<file path="config.mk">
export PLATFORM = sky130hd
export DESIGN_NAME = bthome_object_parser
export DESIGN_NICKNAME = d
export VERILOG_FILES = /design/src/sv/bop_pkg.sv /design/src/sv/bop_in_reg.sv /design/src/sv/bop_core.sv /design/src/sv/bthome_object_parser.sv
export VERILOG_INCLUDE_DIRS = /design/src /design/src/sv
export SDC_FILE = /design/constraint.sdc
export NUM_CORES = 1
export LEC_CHECK = 0
export BUFFER_PORTS_ARGS = -buffer_cell sky130_fd_sc_hd__buf_2
export CELL_PAD_IN_SITES_DETAIL_PLACEMENT = 0
export CELL_PAD_IN_SITES_GLOBAL_PLACEMENT = 1
export CORE_MARGIN = 2
export CORE_UTILIZATION = 49
export CTS_CLUSTER_DIAMETER = 30
export DETAILED_ROUTE_END_ITERATION = 10
export GPL_TIMING_DRIVEN = 0
export PLACE_DENSITY = 0.81
export SYNTH_ARGS = -nofsm -noshare
export SYNTH_HDL_FRONTEND = slang
export SYNTH_HIERARCHICAL = 1
export SYNTH_SLANG_ARGS = --single-unit
</file>
<file path="constraint.sdc">
create_clock -name i_clk -period 10.8 [get_ports i_clk]
set_input_delay 0.54 -clock i_clk [delete_from_list [all_inputs] [get_ports i_clk]]
set_output_delay 0.54 -clock i_clk [all_outputs]
set_load 0.005 [all_outputs]
</file>
<file path="src/sv/bthome_object_parser_macros.svh">
// assertion macros for the bthome object parser
`ifndef BTHOME_OBJECT_PARSER_MACROS_SVH
`define BTHOME_OBJECT_PARSER_MACROS_SVH

// property must hold at every clock edge out of reset
`define BOP_ASSERT(lbl, prop, msg) \
    lbl: assert property (@(posedge i_clk) disable iff (!i_rst_n) (prop)) else $error(msg);

// condition must never be seen at a clock edge out of reset
`define BOP_NEVER(lbl, cond, msg) \
    lbl: assert property (@(posedge i_clk) disable iff (!i_rst_n) !(cond)) else $error(msg);

`endif

</file>
<file path="src/sv/bop_pkg.sv">
// types and constants shared by the bthome object parser modules
package bop_pkg;

    localparam int OUT_W = 40;

    localparam logic [7:0] HDR_MASK  = 8'hE0;
    localparam logic [7:0] HDR_V2    = 8'h40;
    localparam logic [7:0] OBJ_PID   = 8'h00;
    localparam logic [7:0] OBJ_BAT   = 8'h01;
    localparam logic [7:0] OBJ_SKIP  = 8'h2C;
    localparam logic [7:0] OBJ_DIST  = 8'h40;
    localparam logic [1:0] CNT_SAT   = 2'd3;

    typedef enum logic [1:0] {
        ST_OK        = 2'd0,
        ST_SHORT     = 2'd1,
        ST_BAD_HDR   = 2'd2,
        ST_TRUNCATED = 2'd3
    } t_status;

    typedef enum logic [6:0] {
        PH_HEADER = 7'b0000001,
        PH_OBJID  = 7'b0000010,
        PH_PID    = 7'b0000100,
        PH_BAT    = 7'b0001000,
        PH_SKIP   = 7'b0010000,
        PH_DLO    = 7'b0100000,
        PH_DHI    = 7'b1000000
    } t_phase;

    typedef struct packed {
        logic [7:0] data_byte;
        logic       last_byte;
    } t_in_item;

    typedef struct packed {
        t_status     frame_status;
        logic [7:0]  pkt_seq;
        logic [7:0]  battery_pct;
        logic        battery_seen;
        logic [15:0] range_mm;
        logic        distance_seen;
        logic        forward;
        logic        frame_done;
    } t_result;

endpackage

</file>
<file path="src/sv/bop_in_reg.sv">
// input register stage holding one accepted payload byte
module bop_in_reg
    import bop_pkg::*;
(
    input  logic     i_clk,
    input  logic     i_rst_n,
    input  logic     i_valid,
    output logic     o_ready,
    input  t_in_item i_item,
    input  logic     i_advance,
    output logic     o_valid,
    output t_in_item o_item
);

    logic     r_valid;
    t_in_item r_item;

    assign o_ready = !r_valid || i_advance;
    assign o_valid = r_valid;
    assign o_item  = r_item;

    always_ff @(posedge i_clk) begin
        if (!i_rst_n) begin
            r_valid <= 1'b0;
        end else if (i_valid && o_ready) begin
            r_valid <= 1'b1;
        end else if (i_advance) begin
            r_valid <= 1'b0;
        end
    end

    always_ff @(posedge i_clk) begin
        if (i_valid && o_ready) begin
            r_item <= i_item;
        end
    end

endmodule

</file>
<file path="src/sv/bop_core.sv">
// object walk state and per-byte result logic
module bop_core
    import bop_pkg::*;
(
    input  logic     i_clk,
    input  logic     i_rst_n,
    input  logic     i_advance,
    input  t_in_item i_item,
    output t_result  o_result
);

    t_phase      r_phase, n_phase, w_phase;
    logic [1:0]  r_count, n_count, w_count;
    logic        r_hdr_bad, n_hdr_bad, w_hdr_bad;
    logic        r_stopped, n_stopped, w_stopped;
    logic [7:0]  r_id, n_id, w_id;
    logic [7:0]  r_bat, n_bat, w_bat;
    logic        r_bat_seen, n_bat_seen, w_bat_seen;
    logic [15:0] r_dist, n_dist, w_dist;
    logic [7:0]  r_dist_lo, n_dist_lo, w_dist_lo;
    logic        r_dist_seen, n_dist_seen, w_dist_seen;
    logic        r_fwd_none, n_fwd_none;
    logic [7:0]  r_fwd_id, n_fwd_id;
    t_status     w_status;
    logic        w_fwd;
    logic [7:0]  b;

    assign b = i_item.data_byte;

    // state after taking the byte
    always_comb begin
        w_phase     = r_phase;
        w_count     = (r_count == CNT_SAT) ? CNT_SAT : r_count + 2'd1;
        w_hdr_bad   = r_hdr_bad;
        w_stopped   = r_stopped;
        w_id        = r_id;
        w_bat       = r_bat;
        w_bat_seen  = r_bat_seen;
        w_dist      = r_dist;
        w_dist_lo   = r_dist_lo;
        w_dist_seen = r_dist_seen;
        if (r_phase == PH_HEADER) begin
            w_hdr_bad = ((b & HDR_MASK) != HDR_V2);
            w_phase   = PH_OBJID;
        end else if (!r_hdr_bad && !r_stopped) begin
            unique case (r_phase)
                PH_OBJID: begin
                    if (b == OBJ_PID) begin
                        w_phase = PH_PID;
                    end else if (b == OBJ_BAT) begin
                        w_phase = PH_BAT;
                    end else if (b == OBJ_SKIP) begin
                        w_phase = PH_SKIP;
                    end else if (b == OBJ_DIST) begin
                        w_phase = PH_DLO;
                    end else begin
                        w_stopped = 1'b1;
                    end
                end
                PH_PID: begin
                    w_id    = b;
                    w_phase = PH_OBJID;
                end
                PH_BAT: begin
                    w_bat      = b;
                    w_bat_seen = 1'b1;
                    w_phase    = PH_OBJID;
                end
                PH_DLO: begin
                    w_dist_lo = b;
                    w_phase   = PH_DHI;
                end
                PH_DHI: begin
                    w_dist      = {b, r_dist_lo};
                    w_dist_seen = 1'b1;
                    w_phase     = PH_OBJID;
                end
                default: begin
                    w_phase = PH_OBJID;
                end
            endcase
        end
    end

    // frame report on the last byte
    always_comb begin
        if (w_count != CNT_SAT) begin
            w_status = ST_SHORT;
        end else if (w_hdr_bad) begin
            w_status = ST_BAD_HDR;
        end else if (!w_stopped && w_phase != PH_OBJID) begin
            w_status = ST_TRUNCATED;
        end else begin
            w_status = ST_OK;
        end
        w_fwd = (w_status == ST_OK) && w_bat_seen && w_dist_seen &&
                (r_fwd_none || (w_id != r_fwd_id));

        o_result = '0;
        if (i_item.last_byte) begin
            o_result.frame_status = w_status;
            o_result.frame_done   = 1'b1;
            if (w_status == ST_OK) begin
                o_result.pkt_seq       = w_id;
                o_result.battery_pct   = w_bat;
                o_result.battery_seen  = w_bat_seen;
                o_result.range_mm      = w_dist;
                o_result.distance_seen = w_dist_seen;
                o_result.forward       = w_fwd;
            end
        end
    end

    always_comb begin
        n_fwd_none = r_fwd_none;
        n_fwd_id   = r_fwd_id;
        if (i_item.last_byte) begin
            n_phase     = PH_HEADER;
            n_count     = '0;
            n_hdr_bad   = 1'b0;
            n_stopped   = 1'b0;
            n_id        = '0;
            n_bat       = '0;
            n_bat_seen  = 1'b0;
            n_dist      = '0;
            n_dist_lo   = '0;
            n_dist_seen = 1'b0;
            if (w_fwd) begin
                n_fwd_none = 1'b0;
                n_fwd_id   = w_id;
            end
        end else begin
            n_phase     = w_phase;
            n_count     = w_count;
            n_hdr_bad   = w_hdr_bad;
            n_stopped   = w_stopped;
            n_id        = w_id;
            n_bat       = w_bat;
            n_bat_seen  = w_bat_seen;
            n_dist      = w_dist;
            n_dist_lo   = w_dist_lo;
            n_dist_seen = w_dist_seen;
        end
    end

    always_ff @(posedge i_clk) begin
        if (!i_rst_n) begin
            r_phase     <= PH_HEADER;
            r_count     <= '0;
            r_hdr_bad   <= 1'b0;
            r_stopped   <= 1'b0;
            r_id        <= '0;
            r_bat       <= '0;
            r_bat_seen  <= 1'b0;
            r_dist      <= '0;
            r_dist_lo   <= '0;
            r_dist_seen <= 1'b0;
            r_fwd_none  <= 1'b1;
            r_fwd_id    <= '0;
        end else if (i_advance) begin
            r_phase     <= n_phase;
            r_count     <= n_count;
            r_hdr_bad   <= n_hdr_bad;
            r_stopped   <= n_stopped;
            r_id        <= n_id;
            r_bat       <= n_bat;
            r_bat_seen  <= n_bat_seen;
            r_dist      <= n_dist;
            r_dist_lo   <= n_dist_lo;
            r_dist_seen <= n_dist_seen;
            r_fwd_none  <= n_fwd_none;
            r_fwd_id    <= n_fwd_id;
        end
    end

endmodule

</file>
<file path="src/sv/bthome_object_parser.sv">
// bthome v2 service-data object parser, top level with result register
// an accepted byte passes from the input register through the combinational core into the result register
// throughput: one byte per cycle while the output is not stalled, set by the parser state update
// each byte gives exactly one result transaction; only the last one carries tlast
// reset (synchronous, active low) empties both registers and clears the frame state
// the last forwarded packet id is cleared by reset only
`include "bthome_object_parser_macros.svh"

module bthome_object_parser
    import bop_pkg::*;
(
    input  logic             i_clk,
    input  logic             i_rst_n,
    input  logic             s_axis_tvalid,
    output logic             s_axis_tready,
    input  logic [7:0]       s_axis_tdata,   // data_byte
    input  logic             s_axis_tlast,
    output logic             m_axis_tvalid,
    input  logic             m_axis_tready,
    // frame_status[1:0], pkt_seq[9:2], battery_pct[17:10], battery_seen[18],
    // range_mm[34:19], distance_seen[35], forward[36], zero fill[39:37]
    output logic [OUT_W-1:0] m_axis_tdata,
    output logic             m_axis_tlast
);

    t_in_item w_in_item;
    t_in_item w_reg_item;
    logic     w_reg_valid;
    logic     w_advance;
    t_result  w_result;
    t_result  r_out;
    logic     r_out_valid;
    logic     w_out_fwd;
    logic     w_fwd_legal;
    logic     w_mid_dirty;
    logic     w_fail_dirty;

    assign w_in_item.data_byte = s_axis_tdata;
    assign w_in_item.last_byte = s_axis_tlast;
    assign w_advance = w_reg_valid && (!r_out_valid || m_axis_tready);

    bop_in_reg u_in_reg (
        .i_clk     (i_clk),
        .i_rst_n   (i_rst_n),
        .i_valid   (s_axis_tvalid),
        .o_ready   (s_axis_tready),
        .i_item    (w_in_item),
        .i_advance (w_advance),
        .o_valid   (w_reg_valid),
        .o_item    (w_reg_item)
    );

    bop_core u_core (
        .i_clk     (i_clk),
        .i_rst_n   (i_rst_n),
        .i_advance (w_advance),
        .i_item    (w_reg_item),
        .o_result  (w_result)
    );

    always_ff @(posedge i_clk) begin
        if (!i_rst_n) begin
            r_out_valid <= 1'b0;
        end else if (w_advance) begin
            r_out_valid <= 1'b1;
        end else if (m_axis_tready) begin
            r_out_valid <= 1'b0;
        end
    end

    always_ff @(posedge i_clk) begin
        if (w_advance) begin
            r_out <= w_result;
        end
    end

    assign m_axis_tvalid = r_out_valid;
    assign m_axis_tlast  = r_out.frame_done;
    assign m_axis_tdata  = {3'b000, r_out.forward, r_out.distance_seen, r_out.range_mm,
                            r_out.battery_seen, r_out.battery_pct, r_out.pkt_seq,
                            r_out.frame_status};

    assign w_out_fwd    = r_out_valid && r_out.forward;
    assign w_fwd_legal  = r_out.frame_done && r_out.frame_status == ST_OK &&
                          r_out.battery_seen && r_out.distance_seen;
    assign w_mid_dirty  = r_out_valid && !r_out.frame_done &&
                          (r_out.frame_status != ST_OK || r_out.pkt_seq != 8'h00 ||
                           r_out.battery_seen || r_out.distance_seen);
    assign w_fail_dirty = r_out_valid && r_out.frame_status != ST_OK &&
                          (r_out.pkt_seq != 8'h00 || r_out.range_mm != 16'h0000 ||
                           r_out.battery_pct != 8'h00);

    `BOP_ASSERT(a_fwd_only_ok, w_out_fwd |-> w_fwd_legal, "forward without a complete ok frame")
    `BOP_NEVER(a_mid_zero, w_mid_dirty, "nonzero result before the last byte")
    `BOP_NEVER(a_bad_fields, w_fail_dirty, "decoded fields on a failed frame")

endmodule
</file>
==> summary.txt, run 1 <==
Route
  – Vias per cell: 5.74
  – WL per Instance: 18.0 um
  – DRC errors left: 0
  – DRT Pass-1 Iters: 6
  – DRT Wirelength: 12900 um
  – Antenna viol nets, final: 0
  – DR iter-0 viols: 426
  – Routed vias: 4117

Setup path
  – Worst Setup End Kind: flip-flop
  – Critical path fanouts, max: 10
  – Crit start category: flip-flop
  – Arrival @ worst endpoint: 3.54 ns
  – WP data required: 11.03 ns
  – Setup CP Type: reg -> reg

Clock tree
  – Number of post-CTS setup repair buffers: 0
  – Worst skew pair latency: 0.38 ns
  – Post-CTS Hold Buffers: 0
  – Total CTS buffers: 9
  – CTS tree: built
  – Clock buffer depth: 2
  – CTS root buffer: clkbuf_8
  – Resized cells post-CTS: 0
  – Clk sinks: 111
  – Clock slew at reported path FFs: 0.11 ns
  – Htree depth: 3

Yosys
  – Asr flop ratio synth: 0%
  – Flops & latches, synth: 111
  – Synth Flop Type: dfxtp_1
  – Main combinational cell family by area after synthesis: compound AO/OA/AOI/OAI gates
  – Number of enable flip-flop cells after synthesis: 47
  – Ys Warns: 6
  – Synth cell types: 68
  – Mux contribution to synthesized area: 2.87%
  – Mapped cell area: 0.00506 mm2
  – Post-synthesis sequential area ratio: 53.2%
  – Cells after synthesis: 510
  – Synth Area in Simple Gates: 18.1%
  – Post-synthesis area per instance: 9.93 um2
  – Synth Area in Compound Gates: 19.4%
  – Synth Area in XOR/XNOR: 1.04%
  – Synth Area in Adders: 0%

Final layout
  – Final #Nets: 589
  – Commonest non-fill, non-tap cell in the layout: nor2_1
  – Register area: 0.00269 mm2
  – Diode count: 0
  – Syn-to-layout area delta: 14.2%
  – Most frequent cells in the layout: nor2_1 (71), dfxtp_1 (64), buf_2 (58)
  – Multi-input logic area: 0.00212 mm2
  – Layout cells sized above 1: 18.6%
  – Final core occ: 56.8%
  – # fillers: 955

STA
  – Relative slew slack: 51.2%
  – Setup_tns: 0 ns
  – Final setup fails: 0
  – Clock Skews: 0.0109 ns
  – Slew @ Worst Pin: 0.732 ns
  – Minimum clock period: 3.31 ns
  – Endpoints failing hold: 0
  – Worst hold slack: 0.338 ns
  – RSZ-0062 raised after global routing: false
  – Final period util: 30.6%
  – Max Slew Vio Count: 0
  – Fmax: 303 MHz

Pwr
  – Peak supply drop: 66.5 uV
  – PwrDens: 141 mW/mm2
  – Tot Pwr: 815 uW
  – Static leakage: 0.00193 uW

Placement
  – # port buffers: 52
  – Final HPWL DP: 8740 um
  – Gpl congestion: 0.853

GRT
  – Largest net degree at the start of global routing: 23
  – First-pass GRT wire length: 20900 um
  – Gr usage total: 24.2%
  – Number of global-route vias before repair: 3854
  – GR Overflow Total: 0
  – Antenna violations before repair: 0

Hold path
  – Hold crit path type: in -> reg

Status
  – Status: finished, final reports clean

Die
  – Core box area: 0.0102 mm2
  – DIE WIDTH: 106 um
  – Die H: 106 um
  – Die area: 0.0112 mm2
  – Io pins: 56
  – Site Rows: 37
  – Starting Density: 49.7%

Job
  – Max-Cap Viols: 0
-- report_power, final --
group          switching, uW  total [uW]  internal (uW)
Combinational           43.1        63.3           20.2
Clock                    143         299            156
Sequential              4.31         452            448
Total                    191         815            624
-- through the flow --
| stage | cells | setup slack [ns] | area [um2] |
|---|---|---|---|
| CTS | 717 | 7.42 | 5780 |
| finish | 717 | 7.49 | 5780 |
| floorplan | 512 | 6.47 | 5070 |
| global route | 717 | 7.22 | 5780 |
| global placement | 700 | 4.37 | 5500 |
| detailed placement | 701 | 7.45 | 5540 |
-- sequential cells by signal, summed over array words and instances (netlist names) --
signal / flops
u_in_reg/o_valid: 1
u_core/r_bat_seen: 1
u_core/r_stopped: 1
u_core/r_fwd_none: 1
u_in_reg/o_item: 9
u_core/r_hdr_bad: 1
u_core/r_count: 2
u_core/r_phase: 7
u_core/r_bat: 8
u_core/r_fwd_id: 8
m_axis_tvalid: 1
u_core/r_dist: 16
m_axis_tlast: 1
u_core/r_id: 8
m_axis_tdata: 37
u_core/r_dist_seen: 1
u_core/r_dist_lo: 8
-- layer usage --
metal | track usage, % | routed length, um
met5 | 0 | 0
met4 | 7.24 | 166
met3 | 2.54 | 601
met2 | 39.8 | 6150
met1 | 33.8 | 6010
-- cell usage after synthesis (10+ instances only) --
cell type	number	share of area, %
a32oi_1	16	2.8
nor2_1	71	5.3
nand3_1	10	0.99
mux2i_1	12	2.4
dfxtp_1	64	25
edfxtp_1	47	28
a22oi_1	17	2.5
clkbuf_1	29	2.1
a31oi_1	13	1.6
nand2_1	47	3.5
inv_1	13	0.96
a21oi_1	41	4.1
-- logic make-up after synthesis --
family,Yosys count
and+or+nand+nor,185
AOI/OAI and AO/OA,133
DFF,111
buffers and inverters,60
muxes,14
xor gates and xnor gates,6
other,1
-- cell type report --
cell class | count | area share, %
Sequential cell | 111 | 46.6
Multi-Input combinational cell | 341 | 36.6
Timing Repair Buffer | 53 | 4.98
Buffer | 45 | 3.70
Tap cell | 136 | 2.94
Clock buffer | 10 | 2.21
Clock inverter | 6 | 2.01
Inverter | 15 | 0.974
-- critical path: stages, from the launching register on --
cell and delay [ns]:
edfxtp_1 0.39, clkbuf_1 0.47, nand4b_1 0.31, nor3b_1 0.25, o31a_1 0.20, o211ai_1 0.12
o31ai_2 0.40, nand4_1 0.43, clkbuf_1 0.39, nor2_1 0.20
-- path summary, 6_finish.rpt --
check / startpoint / to / slack [ns] / depth (start not counted)
worst max-delay path: u_in_reg/o_item[4]$_DFFE_PP_ / m_axis_tdata[17]$_DFFE_PP_ / 7.49 / 9
worst min register to register: u_core/r_dist[12]$_SDFFE_PN0P_ / u_core/r_dist[12]$_SDFFE_PN0P_ / 0.46 / 2
worst max register to register: u_in_reg/o_item[4]$_DFFE_PP_ / m_axis_tdata[17]$_DFFE_PP_ / 7.49 / 9
worst min-delay path: s_axis_tdata[7] / u_in_reg/o_item[8]$_DFFE_PP_ / 0.34 / 1
Power figures use the tool's default switching activity.
==> run 2: changes to the inputs <==
- CORE_UTILIZATION: 49 -> 41
- PLACE_DENSITY: 0.81 -> 0.71
- clock period: 10.8 -> 2.8 ns (I/O delays scaled with it)
==> summary.txt, run 2 (same netlist as run 1, synthesis figures left out) <==
Clock tree
  – Htree depth: 3
  – CTS tree: built
  – Clock slew at reported path FFs: 0.07 ns
  – Worst skew pair latency: 0.35 ns
  – Clock buffer depth: 2
  – Clk sinks: 111
  – Total CTS buffers: 9
  – CTS root buffer: clkbuf_16

Setup path
  – Worst stage delay on the critical path: 0.58 ns
  – Worst Path Buf+Inv: 2
  – Slowest cell on crit path: or4_4
  – Top cell by count, worst path: o211ai_1
  – Worst Setup End Kind: flip-flop
  – WP data required: 3.01 ns
  – Crit. Startpoint: u_in_reg/o_item[3]$_DFFE_PP_
  – Family with the most delay on the worst path: compound AO/OA/AOI/OAI gates
  – Setup CP Type: reg -> reg
  – Arrival @ worst endpoint: 2.90 ns
  – Worst R2R End: m_axis_tdata[18]$_DFFE_PP_
  – Stages on worst setup path: 9
  – R2R setup slack: 0.11 ns
  – CP Capture Point: m_axis_tdata[18]$_DFFE_PP_
  – Crit start category: flip-flop
  – Critical path fanouts, max: 10
  – Cells along the critical path: or4_4 > a2111o_1 > o211ai_1 > o211ai_1 > o31ai_4 > nand4_1 > buf_6 > buf_4 > nor2_2
  – R2r startpoint: u_in_reg/o_item[3]$_DFFE_PP_
  – FF-to-FF path depth: 9

Final layout
  – Most frequent cells in the layout: dfxtp_1 (64), nor2_1 (64), buf_2 (59)
  – Max reg flops: 37
  – Syn-to-layout area delta: 21.2%
  – Multi-input logic area: 0.00226 mm2
  – Final #Nets: 607
  – Non-filler cells in the finished layout: 746
  – Diode count: 0
  – Layout cells sized above 1: 25.7%
  – # fillers: 1133
  – Final Cell Area: 0.00614 mm2
  – Register area: 0.00269 mm2

STA
  – Final setup margin: 0.105 ns
  – Relative slew slack: 13.3%
  – Clock Skews: 0.00760 ns
  – Minimum clock period: 2.69 ns
  – Max Slew Vio Count: 0
  – Fmax: 371 MHz
  – Slew @ Worst Pin: 1.29 ns
  – Endpoints failing hold: 0
  – Setup_tns: 0 ns
  – Final setup fails: 0
  – Worst hold slack: 0.0588 ns
  – Final period util: 96.2%

Job
  – Max-Cap Viols: 0

Die
  – Io pins: 56
  – Starting Density: 42.2%
  – Die H: 115 um
  – Site Rows: 40
  – DIE WIDTH: 115 um
  – Core box area: 0.0120 mm2
  – Die area: 0.0133 mm2

Placement
  – Gpl congestion: 0.849
  – Place WS: -0.847 ns
  – Dpl cell area: 0.00552 mm2
  – # port buffers: 52
  – Final HPWL DP: 9010 um
  – Cells after DPL: 711

Route
  – DRT Wirelength: 14000 um
  – Routed vias: 4193
  – DRT Pass-1 Iters: 5
  – Vias per cell: 5.62
  – DRC errors left: 0
  – WL per Instance: 18.8 um
  – DR iter-0 viols: 415
  – Antenna viol nets, final: 0

GRT
  – Antenna violations before repair: 0
  – Gr usage total: 22.2%
  – Largest net degree at the start of global routing: 22
  – GR Overflow Total: 0
  – First-pass GRT wire length: 22000 um
  – Number of global-route vias before repair: 3890

Pwr
  – Peak supply drop: 292 uV
  – Static leakage: 0.00208 uW
  – PwrDens: 525 mW/mm2

Status
  – Status: finished, final reports clean

Hold path
  – Hold crit path type: in -> reg
[run 2: cell count changes in the layout (fill, tap and decap cells not counted), sizes merged]
| cell | delta |
|---|---|
| clkbuf | -6 |
| bufinv | -3 |
| clkinvlp | +3 |
| nor2b | +2 |
| buf | +12 |
| dlygate4sd3 | +9 |
| inv | +1 |
[run 2: area by class of cell]
type | instances | share of cell area [%]
Buffer | 44 | 3.91
Clock buffer | 9 | 3.67
Clock inverter | 7 | 0.774
Inverter | 15 | 0.978
Multi-Input combinational cell | 343 | 36.9
Sequential cell | 111 | 43.9
Tap cell | 147 | 3.00
Timing Repair Buffer | 70 | 6.93
[run 2: power breakdown]
group / switching [uW] / leakage [uW] / internal (uW) / total [uW]
Clock: 602 / 0.000129 / 606 / 1210
Sequential: 19.1 / 0.000968 / 1730 / 1750
Combinational: 178 / 0.000980 / 88.8 / 267
Total: 800 / 0.00208 / 2420 / 3220
[run 2: worst min path at each step]
stage | cells after the start | from | slack [ns] | endpoint
after floorplan | 1 | i_rst_n | 0.22 | u_core/r_fwd_none$_SDFFE_PN1P_
after global placement | 1 | s_axis_tdata[7] | 0.32 | u_in_reg/o_item[8]$_DFFE_PP_
after detailed placement | 1 | s_axis_tdata[0] | 0.32 | u_in_reg/o_item[1]$_DFFE_PP_
after CTS | 3 | s_axis_tvalid | 0.03 | u_in_reg/o_valid$_SDFFE_PN0P_
after global routing | 3 | s_axis_tvalid | 0.07 | u_in_reg/o_valid$_SDFFE_PN0P_
final | 3 | s_axis_tvalid | 0.06 | u_in_reg/o_valid$_SDFFE_PN0P_
[run 2: metrics by stage]
stage               utilization, %  power (uW)
floorplan                        -        1920
global placement              46.0        2020
detailed placement            46.0        2020
CTS                           49.7        3250
global route                  51.1        3350
finish                        51.1        3220
[run 2: repair_timing]
item                                   4_1_cts  5_1_grt
gates cloned                                 2        0
endpoints found under the hold margin        9        0
hold buffers                                 9        0
buffers inserted                             5        4
resized for setup                           12       47
setup endpoints to repair                   89       62
pin swaps                                    4        4
[run 2: tightest hold or removal path: stages]
cell	delay, ns
buf_2	0.11
inv_1	0.07
a21boi_2	0.05
[run 2: per-layer routing]
metal	wire length, um	GRT usage (%)	part of all wire (%)	vias to the layer above
met5	0	0	0	-
met4	367	10.0	2.6	0
met3	694	3.37	5.0	29
met2	6420	34.0	46	133
met1	6530	31.1	47	2004
li1	-	-	-	2027
